**config.mk**
```make
export PLATFORM = sky130hd
export DESIGN_NAME = preemptive_priority_scheduler
export DESIGN_NICKNAME = d
export VERILOG_FILES = /design/src/hw/rtl/pps_pkg.sv /design/src/hw/rtl/pps_scan.sv /design/src/hw/rtl/preemptive_priority_scheduler.sv
export VERILOG_INCLUDE_DIRS = /design/src /design/src/hw/rtl
export SDC_FILE = /design/constraint.sdc
export NUM_CORES = 1
export LEC_CHECK = 0
export BUFFER_PORTS_ARGS = -buffer_cell sky130_fd_sc_hd__clkbuf_2
export CAP_MARGIN = 5
export CELL_PAD_IN_SITES_DETAIL_PLACEMENT = 1
export CELL_PAD_IN_SITES_GLOBAL_PLACEMENT = 1
export CORE_ASPECT_RATIO = 1.4
export CORE_MARGIN = 5
export CORE_UTILIZATION = 54
export CTS_CLUSTER_SIZE = 30
export DETAILED_ROUTE_END_ITERATION = 7
export PLACE_DENSITY_LB_ADDON = 0.1
export SETUP_SLACK_MARGIN = 0.5
export SLEW_MARGIN = 20
export SYNTH_ARGS = -nofsm -noshare
export SYNTH_HDL_FRONTEND = slang
export SYNTH_SLANG_ARGS = --single-unit
```
**constraint.sdc**
```tcl
create_clock -name i_clk -period 6.44 [get_ports i_clk]
set_input_delay 0.644 -clock i_clk [delete_from_list [all_inputs] [get_ports i_clk]]
set_output_delay 0.644 -clock i_clk [all_outputs]
set_load 0.01 [all_outputs]
```
**src/hw/rtl/preemptive_priority_scheduler_macros.svh**
```systemverilog
// Assertion macros used by the scheduler RTL.
`ifndef PREEMPTIVE_PRIORITY_SCHEDULER_MACROS_SVH
`define PREEMPTIVE_PRIORITY_SCHEDULER_MACROS_SVH

// Same-cycle implication, checked on i_clk outside reset
`define PPS_ASSERT_IMP(lbl, ante, cons, msg) \
    lbl: assert property (@(posedge i_clk) disable iff (!i_rst_n) (ante) |-> (cons)) \
        else $error(msg);

// Next-cycle implication, checked on i_clk outside reset
`define PPS_ASSERT_NXT(lbl, ante, cons, msg) \
    lbl: assert property (@(posedge i_clk) disable iff (!i_rst_n) (ante) |=> (cons)) \
        else $error(msg);

`endif

```
**src/hw/rtl/pps_pkg.sv**
```systemverilog
// Types and constants of the preemptive priority scheduler.
package pps_pkg;

    localparam int ARR_W   = 16;
    localparam int BURST_W = 16;
    localparam int PRIO_W  = 8;
    localparam int IDX_W   = 6;
    localparam int TIME_W  = 23;

    // Sequencer states
    typedef enum logic [2:0] {
        S_LOAD,
        S_SCAN,
        S_DRAIN,
        S_DECIDE,
        S_UPDATE,
        S_TURN,
        S_WAIT
    } t_state;

    // One stored process entry as read back from the stores
    typedef struct packed {
        logic [ARR_W-1:0]   arr;
        logic [BURST_W-1:0] rem;
        logic [BURST_W-1:0] burst;
        logic [PRIO_W-1:0]  prio;
    } t_entry;

    // Outcome of one pass over the stored entries
    typedef struct packed {
        logic               have_pick;
        logic [IDX_W-1:0]   pick_idx;
        logic [PRIO_W-1:0]  pick_prio;
        logic [ARR_W-1:0]   pick_arr;
        logic [BURST_W-1:0] pick_rem;
        logic [BURST_W-1:0] pick_burst;
        logic               have_next;
        logic [ARR_W-1:0]   next_arr;
    } t_pick;

endpackage

```
**src/hw/rtl/pps_scan.sv**
```systemverilog
// Selection unit: folds one valid entry per cycle into the best pick and the next arrival.
module pps_scan
    import pps_pkg::*;
(
    input  logic              i_clk,
    input  logic              i_rst_n,
    input  logic              i_vld,
    input  logic [IDX_W-1:0]  i_idx,
    input  t_entry            i_ent,
    input  logic [TIME_W-1:0] i_tick,
    output t_pick             o_res
);

    t_pick r_res;
    t_pick n_res;

    logic w_first;
    logic w_have_pick;
    logic w_have_next;
    logic w_arrived;

    // Compare the incoming entry against the running best
    always_comb begin
        w_first     = (i_idx == '0);
        w_have_pick = r_res.have_pick && !w_first;
        w_have_next = r_res.have_next && !w_first;
        w_arrived   = ({{(TIME_W-ARR_W){1'b0}}, i_ent.arr} <= i_tick);
        n_res           = r_res;
        n_res.have_pick = w_have_pick;
        n_res.have_next = w_have_next;
        if (i_ent.rem != '0) begin
            if (w_arrived) begin
                if (!w_have_pick || (i_ent.prio > r_res.pick_prio)) begin
                    n_res.have_pick  = 1'b1;
                    n_res.pick_idx   = i_idx;
                    n_res.pick_prio  = i_ent.prio;
                    n_res.pick_arr   = i_ent.arr;
                    n_res.pick_rem   = i_ent.rem;
                    n_res.pick_burst = i_ent.burst;
                end
            end else if (!w_have_next || (i_ent.arr < r_res.next_arr)) begin
                n_res.have_next = 1'b1;
                n_res.next_arr  = i_ent.arr;
            end
        end
    end

    // Hold the running best; flags clear at reset
    always_ff @(posedge i_clk) begin
        if (!i_rst_n) begin
            r_res.have_pick <= 1'b0;
            r_res.have_next <= 1'b0;
        end else if (i_vld) begin
            r_res <= n_res;
        end
    end

    assign o_res = r_res;

endmodule

```
**src/hw/rtl/preemptive_priority_scheduler.sv**
```systemverilog
// Loading takes beats back to back; input stalls from the last beat until the run ends.
// Each scheduling decision scans the held processes through the one selection unit, then
// S_DRAIN and S_DECIDE; S_UPDATE if one is ready, and S_TURN and S_WAIT if it finishes.
// One result beat per finished process; decisions per run are bounded by 2n.
// Output waits stall the run while the previous result beat is held.
// i_rst_n is synchronous, active low; it clears counts, time and valids, not the stores.
`include "preemptive_priority_scheduler_macros.svh"
module preemptive_priority_scheduler
    import pps_pkg::*;
#(
    parameter int MAX_PROCESSES = 16
)
(
    input  logic                 i_clk,
    input  logic                 i_rst_n,
    input  logic                 i_valid,
    output logic                 o_stall,
    input  logic [ARR_W-1:0]     i_arrival_time,
    input  logic [BURST_W-1:0]   i_burst_length,
    input  logic [PRIO_W-1:0]    i_priority_level,
    input  logic                 i_last_process,
    output logic                 o_valid,
    input  logic                 i_stall,
    output logic [IDX_W-1:0]     o_process_index,
    output logic [TIME_W-1:0]    o_completion_time,
    output logic [TIME_W-1:0]    o_waiting_time,
    output logic [TIME_W-1:0]    o_turnaround_time,
    output logic                 o_last_result
);

    localparam int IW = (MAX_PROCESSES > 1) ? $clog2(MAX_PROCESSES) : 1;
    localparam int CW = $clog2(MAX_PROCESSES + 1);

    // Process stores
    logic [ARR_W-1:0]   arrival_mem   [MAX_PROCESSES];
    logic [BURST_W-1:0] remaining_mem [MAX_PROCESSES];
    logic [BURST_W-1:0] burst_mem     [MAX_PROCESSES];
    logic [PRIO_W-1:0]  priority_mem  [MAX_PROCESSES];

    t_state              r_state;
    t_state              n_state;
    logic [CW-1:0]       r_loaded;
    logic [CW-1:0]       r_fin;
    logic [TIME_W-1:0]   r_tick;
    logic [IW-1:0]       r_scan_idx;
    logic                r_cmp_vld;
    logic [IW-1:0]       r_cmp_idx;
    t_entry              r_ent_q;
    logic [BURST_W-1:0]  r_run;
    logic [TIME_W-1:0]   r_turn;
    logic                r_out_vld;
    logic [IDX_W-1:0]    r_out_idx;
    logic [TIME_W-1:0]   r_out_done;
    logic [TIME_W-1:0]   r_out_wait;
    logic [TIME_W-1:0]   r_out_turn;
    logic                r_out_last;

    t_pick               w_pick;
    logic                w_in_beat;
    logic                w_store;
    logic                w_issue;
    logic                w_scan_end;
    logic                w_load_out;
    logic                w_done_pick;
    logic                w_run_last;
    logic [TIME_W-1:0]   w_gap;
    logic                w_take_gap;
    logic [IW-1:0]       w_wr_addr;
    logic [BURST_W-1:0]  w_burst_in;
    logic [BURST_W-1:0]  w_rem_new;

    // Decode control from the state
    always_comb begin
        o_stall    = (r_state != S_LOAD);
        w_in_beat  = i_valid && (r_state == S_LOAD);
        w_store    = w_in_beat && (r_loaded < CW'(MAX_PROCESSES));
        w_issue    = (r_state == S_SCAN);
        w_scan_end = (CW'(r_scan_idx) == (r_loaded - CW'(1)));
        w_load_out = (r_state == S_WAIT) && (!r_out_vld || !i_stall);
        w_run_last = (r_fin == r_loaded);
    end

    // Next state
    always_comb begin
        n_state = r_state;
        case (r_state)
            S_LOAD: begin
                if (w_in_beat && i_last_process) n_state = S_SCAN;
            end
            S_SCAN: begin
                if (w_scan_end) n_state = S_DRAIN;
            end
            S_DRAIN: n_state = S_DECIDE;
            S_DECIDE: begin
                n_state = w_pick.have_pick ? S_UPDATE : S_SCAN;
            end
            S_UPDATE: begin
                n_state = w_done_pick ? S_TURN : S_SCAN;
            end
            S_TURN: n_state = S_WAIT;
            S_WAIT: begin
                if (w_load_out) n_state = w_run_last ? S_LOAD : S_SCAN;
            end
            default: n_state = S_LOAD;
        endcase
    end

    // Slice length and store update arithmetic
    always_comb begin
        w_gap       = TIME_W'(w_pick.next_arr) - r_tick;
        w_take_gap  = w_pick.have_next &&
                      (w_gap < {{(TIME_W-BURST_W){1'b0}}, w_pick.pick_rem});
        w_done_pick = (w_pick.pick_rem == r_run);
        w_rem_new   = w_pick.pick_rem - r_run;
        w_burst_in  = (i_burst_length == '0) ? BURST_W'(1) : i_burst_length;
        w_wr_addr   = (r_state == S_LOAD) ? r_loaded[IW-1:0] : w_pick.pick_idx[IW-1:0];
    end

    // Write and read the stores
    always_ff @(posedge i_clk) begin
        if (w_store) begin
            arrival_mem[w_wr_addr]  <= i_arrival_time;
            burst_mem[w_wr_addr]    <= w_burst_in;
            priority_mem[w_wr_addr] <= i_priority_level;
        end
        if (w_store || (r_state == S_UPDATE)) begin
            remaining_mem[w_wr_addr] <= (r_state == S_LOAD) ? w_burst_in : w_rem_new;
        end
        r_ent_q.arr   <= arrival_mem[r_scan_idx];
        r_ent_q.rem   <= remaining_mem[r_scan_idx];
        r_ent_q.burst <= burst_mem[r_scan_idx];
        r_ent_q.prio  <= priority_mem[r_scan_idx];
        r_cmp_idx     <= r_scan_idx;
    end

    // Shared selection unit
    pps_scan u_scan (
        .i_clk   (i_clk),
        .i_rst_n (i_rst_n),
        .i_vld   (r_cmp_vld),
        .i_idx   (IDX_W'(r_cmp_idx)),
        .i_ent   (r_ent_q),
        .i_tick  (r_tick),
        .o_res   (w_pick)
    );

    // Advance the sequencer and its counters
    always_ff @(posedge i_clk) begin
        if (!i_rst_n) begin
            r_state    <= S_LOAD;
            r_loaded   <= '0;
            r_fin      <= '0;
            r_tick     <= '0;
            r_scan_idx <= '0;
            r_cmp_vld  <= 1'b0;
            r_out_vld  <= 1'b0;
        end else begin
            r_state    <= n_state;
            r_cmp_vld  <= w_issue;
            r_scan_idx <= w_issue ? (r_scan_idx + IW'(1)) : '0;
            if (w_store) r_loaded <= r_loaded + CW'(1);
            if (r_state == S_DECIDE && !w_pick.have_pick) begin
                r_tick <= TIME_W'(w_pick.next_arr);
            end
            if (r_state == S_UPDATE) r_tick <= r_tick + TIME_W'(r_run);
            if (r_state == S_TURN) r_fin <= r_fin + CW'(1);
            if (w_load_out && w_run_last) begin
                r_loaded <= '0;
                r_fin    <= '0;
                r_tick   <= '0;
            end
            if (w_load_out) begin
                r_out_vld <= 1'b1;
            end else if (!i_stall) begin
                r_out_vld <= 1'b0;
            end
        end
    end

    // Slice length, turnaround and result payload
    always_ff @(posedge i_clk) begin
        if (r_state == S_DECIDE) begin
            r_run <= w_take_gap ? w_gap[BURST_W-1:0] : w_pick.pick_rem;
        end
        if (r_state == S_TURN) begin
            r_turn <= r_tick - TIME_W'(w_pick.pick_arr);
        end
        if (w_load_out) begin
            r_out_idx  <= w_pick.pick_idx;
            r_out_done <= r_tick;
            r_out_turn <= r_turn;
            r_out_wait <= r_turn - TIME_W'(w_pick.pick_burst);
            r_out_last <= w_run_last;
        end
    end

    assign o_valid           = r_out_vld;
    assign o_process_index   = r_out_idx;
    assign o_completion_time = r_out_done;
    assign o_waiting_time    = r_out_wait;
    assign o_turnaround_time = r_out_turn;
    assign o_last_result     = r_out_last;

    `PPS_ASSERT_IMP(a_fin_below_loaded, r_state == S_SCAN, r_fin < r_loaded, "finished count reached load count mid-run")
    `PPS_ASSERT_IMP(a_decide_has_work, r_state == S_DECIDE, w_pick.have_pick || w_pick.have_next, "scan found neither ready process nor later arrival")
    `PPS_ASSERT_IMP(a_pick_unfinished, r_state == S_DECIDE && w_pick.have_pick, w_pick.pick_rem != '0, "picked a finished process")
    `PPS_ASSERT_NXT(a_slice_nonzero, r_state == S_DECIDE && w_pick.have_pick, r_run != '0, "zero-length run slice")

endmodule

```
==> impl_results.md <==
- Synth unique cells: 73
- Clock root buffer: clkbuf_16
- Placer Congestion: 0.845
- Tot Pwr: 16.4 mW
- Synth Warn #: 0
- Fillers: 7779
- Critical Path End Type: flip-flop
- Routed Antenna Nets: 0
- R2r startpoint: r_tick[1]$_SDFFE_PP0P_
- Max incr delay on CP: 0.53 ns
- Hold Path Class: input pin to flip-flop
- Post-DP HPWL: 76600 µm
- DP Area: 50900 µm²
- Crit Path Category: flip-flop to flip-flop
- Drt wl/cell: 29.6 µm
- Slew headroom: 27.4%
- Crit path DAT: 5.50 ns
- Final setup viols: 0
- Most frequent cells in the layout: edfxtp_1, mux4_2, ha_1
- Site row count: 130
- Hold WS: 0.329 ns
- Slew @ Worst Pin: 1.09 ns
- Startpoint types: flip-flop
- Setup Buffers After CTS: 0
- Post-synth ARST share: 0%
- Crit path time final: 5.05 ns
- Die Span X: 263 µm
- Most used DFF post-synth: edfxtp_1
- #FFs+latches synth: 1189
- Maximum fanout along the worst path: 16
- Setup crit start: r_tick[1]$_SDFFE_PP0P_
- Core Box Area: 89500 µm²
- Via count: 25000
- Hold Fails Final Rpt: 0
- Reg clk slew, reported paths: 0.07 ns
- Clk sink count: 1189
- Crit share post-route: 78.5%
- Inst Count DP: 3894
- Die Y-Extent: 365 µm
- Achievable frequency: 0.198 GHz
- Clock latency on the worst-skew pair: 0.71 ns
- Worst reg2reg path endpoint: r_run[15]$_DFFE_PP_
- First-pass GRT wire length: 181000 µm
- Final nets: 3005
- Max_cap viols: 0
- Register share of total power: 53.6%
- P_sw: 3.58 mW
- IO Pins: 123
- Avg Cell Area, Syn: 18.4 µm²
- Power share of the clock group: 40.1%
- Cts hold-fix bufs: 0
- Internal power: 12.9 mW
- Starting Density: 54.2%
- RSZ-0062 raised after global routing: no
- Gate power share: 6.3%
- Synthesized area: 48500 µm²
- CTS tree: done
- P&R area growth vs syn: 12.5%
- CP endpoint: r_run[15]$_DFFE_PP_
- Share of layout cells above drive strength 1: 23.7%
- Maximum VDD drop: 0.000254 V
- Post-Route WL: 122000 µm
- Die area: 96000 µm²
- Final core occ: 61.0%
- CTS resizes: 0
- Setup slack after layout: 1.39 ns
- Sw Ratio: 21.7%
- Worst clock skew: 0.0293 ns
- Number of flops mapped to enable cells by yosys: 1085
- Most frequent CP cell: a21oi_1
- DR vias/cell: 6.08
- Residual DRC: 0
- Initial antenna violation count: 7
- GRT Total Usage: 25.5%
- Cell depth of the worst flop-to-flop path: 17
- Number of global-route vias before repair: 27300
- Slew Limit Fails: 0
- Status: finished, final reports clean
- Final cell count without fillers: 4103
- Register area: 34700 µm²
- Design area: 54600 µm²
- IO Port Bufs: 120
- Pre-CTS worst setup slack: 1.43 ns
- Overflow after GRT: 0
- CTS Buf Count: 109
- Commonest non-fill, non-tap cell in the layout: edfxtp_1
- Final setup TNS: 0 ns
- CP Cell Sequence: inv_1 -> fa_1 -> a211oi_2 -> o211ai_2 -> a221o_2 -> a21oi_1 -> xnor2_1 -> ha_1 -> a21o_1 -> a21oi_1 -> nor2b_1 -> o21ai_0 -> nand3b_1 -> a2111o_1 -> a2111oi_4 -> buf_4 -> mux2_2
- Iter 0 DRT Violations: 2152
- Cell count after synthesis: 2629
- R2r setup slk: 1.39 ns
- Seq/Total Area, Yosys: 71.5%
- Cell Pwr Density: 301 nW/µm²
- Lkg Pwr: 18.3 nW
- CP max stage cell: fa_1
- Pin count of the biggest net entering global routing: 117
- Area taken by multi-input logic gates: 13100 µm²
- Clock buffer depth: 3
- First-pass detailed-route iteration total: 7
- CTS H-Tree Depth: 3
- Worst endpoint required time: 6.89 ns
layer usage:
metal  part of all wire, %  global-route usage (%)
met1                    38                    31.5
met2                    53                    45.7
met3                   5.2                    4.03
met4                   3.8                    9.94
met5                 0.011                       0
cells by family after synthesis:
kind of cell    count (synthesis)  share of synthesized area [%]
simple gates                  358                           3.52
fa+ha+maj                     142                           3.74
buf+inv                       243                           1.93
mux                           305                           13.6
xor+xnor                       89                           1.61
flops                        1189                           71.5
other cells                     1                        0.00773
compound gates                302                           4.07
worst min-delay path by stage:
stage / startpoint / to / slack [ns] / cells past startpoint
after floorplan: r_scan_idx[2]$_SDFF_PN0_ / r_cmp_idx[2]$_DFF_P_ / 0.33 / 0
after global placement: r_ent_q[11]$_DFF_P_ / u_scan.o_res[20]$_DFFE_PP_ / 0.39 / 0
after detailed placement: r_ent_q[9]$_DFF_P_ / u_scan.o_res[18]$_DFFE_PP_ / 0.39 / 0
after CTS: i_rst_n / r_state[2]$_SDFFE_PN0P_ / 0.28 / 2
after global routing: i_rst_n / r_state[2]$_SDFFE_PN0P_ / 0.33 / 2
final: i_rst_n / r_state[2]$_SDFFE_PN0P_ / 0.33 / 2
Yosys cell counts (7+ instances only):
master	n	share of area, %
o21ai_0	62	0.64
and2_1	7	0.090
or3_1	17	0.22
nor2_1	117	0.91
a211oi_1	10	0.15
nor2b_1	16	0.21
nand3_1	33	0.34
nand4_1	12	0.15
edfxtp_1	1085	67
a21oi_1	85	0.88
a22oi_1	13	0.20
dfxtp_1	104	4.3
a21o_1	32	0.50
nor3_1	26	0.27
o31ai_1	7	0.11
mux2_2	9	0.21
nand2b_1	9	0.12
a31oi_1	15	0.19
ha_1	137	3.5
nand2_1	83	0.64
xor2_1	35	0.63
xnor2_1	54	0.98
mux2i_1	7	0.14
inv_1	135	1.0
o21a_1	25	0.39
clkbuf_1	74	0.57
mux2_4	9	0.28
buf_1	26	0.20
mux4_2	280	13
nor4_1	14	0.18
final cells by class:
| class | instances | share of cell area [%] |
|---|---|---|
| Multi-Input combinational cell | 1198 | 24.0 |
| Antenna cell | 5 | 0.0229 |
| Sequential cell | 1189 | 63.6 |
| Timing Repair Buffer | 184 | 2.05 |
| Inverter | 136 | 0.940 |
| Clock buffer | 148 | 5.61 |
| Tap cell | 1188 | 2.72 |
| Clock inverter | 55 | 1.08 |
power by group through the flow:
stage	logic [mW]	registers [mW]	clock network, mW
2_1_floorplan	0.655	8.91	0
3_3_place_gp	0.993	8.97	0
3_5_place_dp	1.04	8.99	0
4_1_cts	1.04	8.82	6.71
5_1_grt	1.12	8.83	7.09
6_report	1.03	8.82	6.59
flip-flops by register name, indices dropped and copies added, names as in the netlist, 4 cells and up:
register / cells
r_turn: 23
o_completion_time: 23
o_waiting_time: 23
remaining_mem: 256
r_tick: 23
r_scan_idx: 4
r_cmp_idx: 4
u_scan.o_res: 78
priority_mem: 128
r_ent_q: 56
o_turnaround_time: 23
r_fin: 5
r_run: 16
r_loaded: 5
burst_mem: 256
arrival_mem: 256
o_process_index: 4
worst max-delay path: cells and delay by family (launching register included):
kind            cells  cell delay (ns)
compound gates      9             2.29
xor+xnor            1             0.17
fa+ha+maj           2             0.82
buf+inv             2             0.53
flops               1             0.43
mux                 1             0.38
simple gates        2             0.17
No activity file was read; power rests on OpenSTA's default activity.
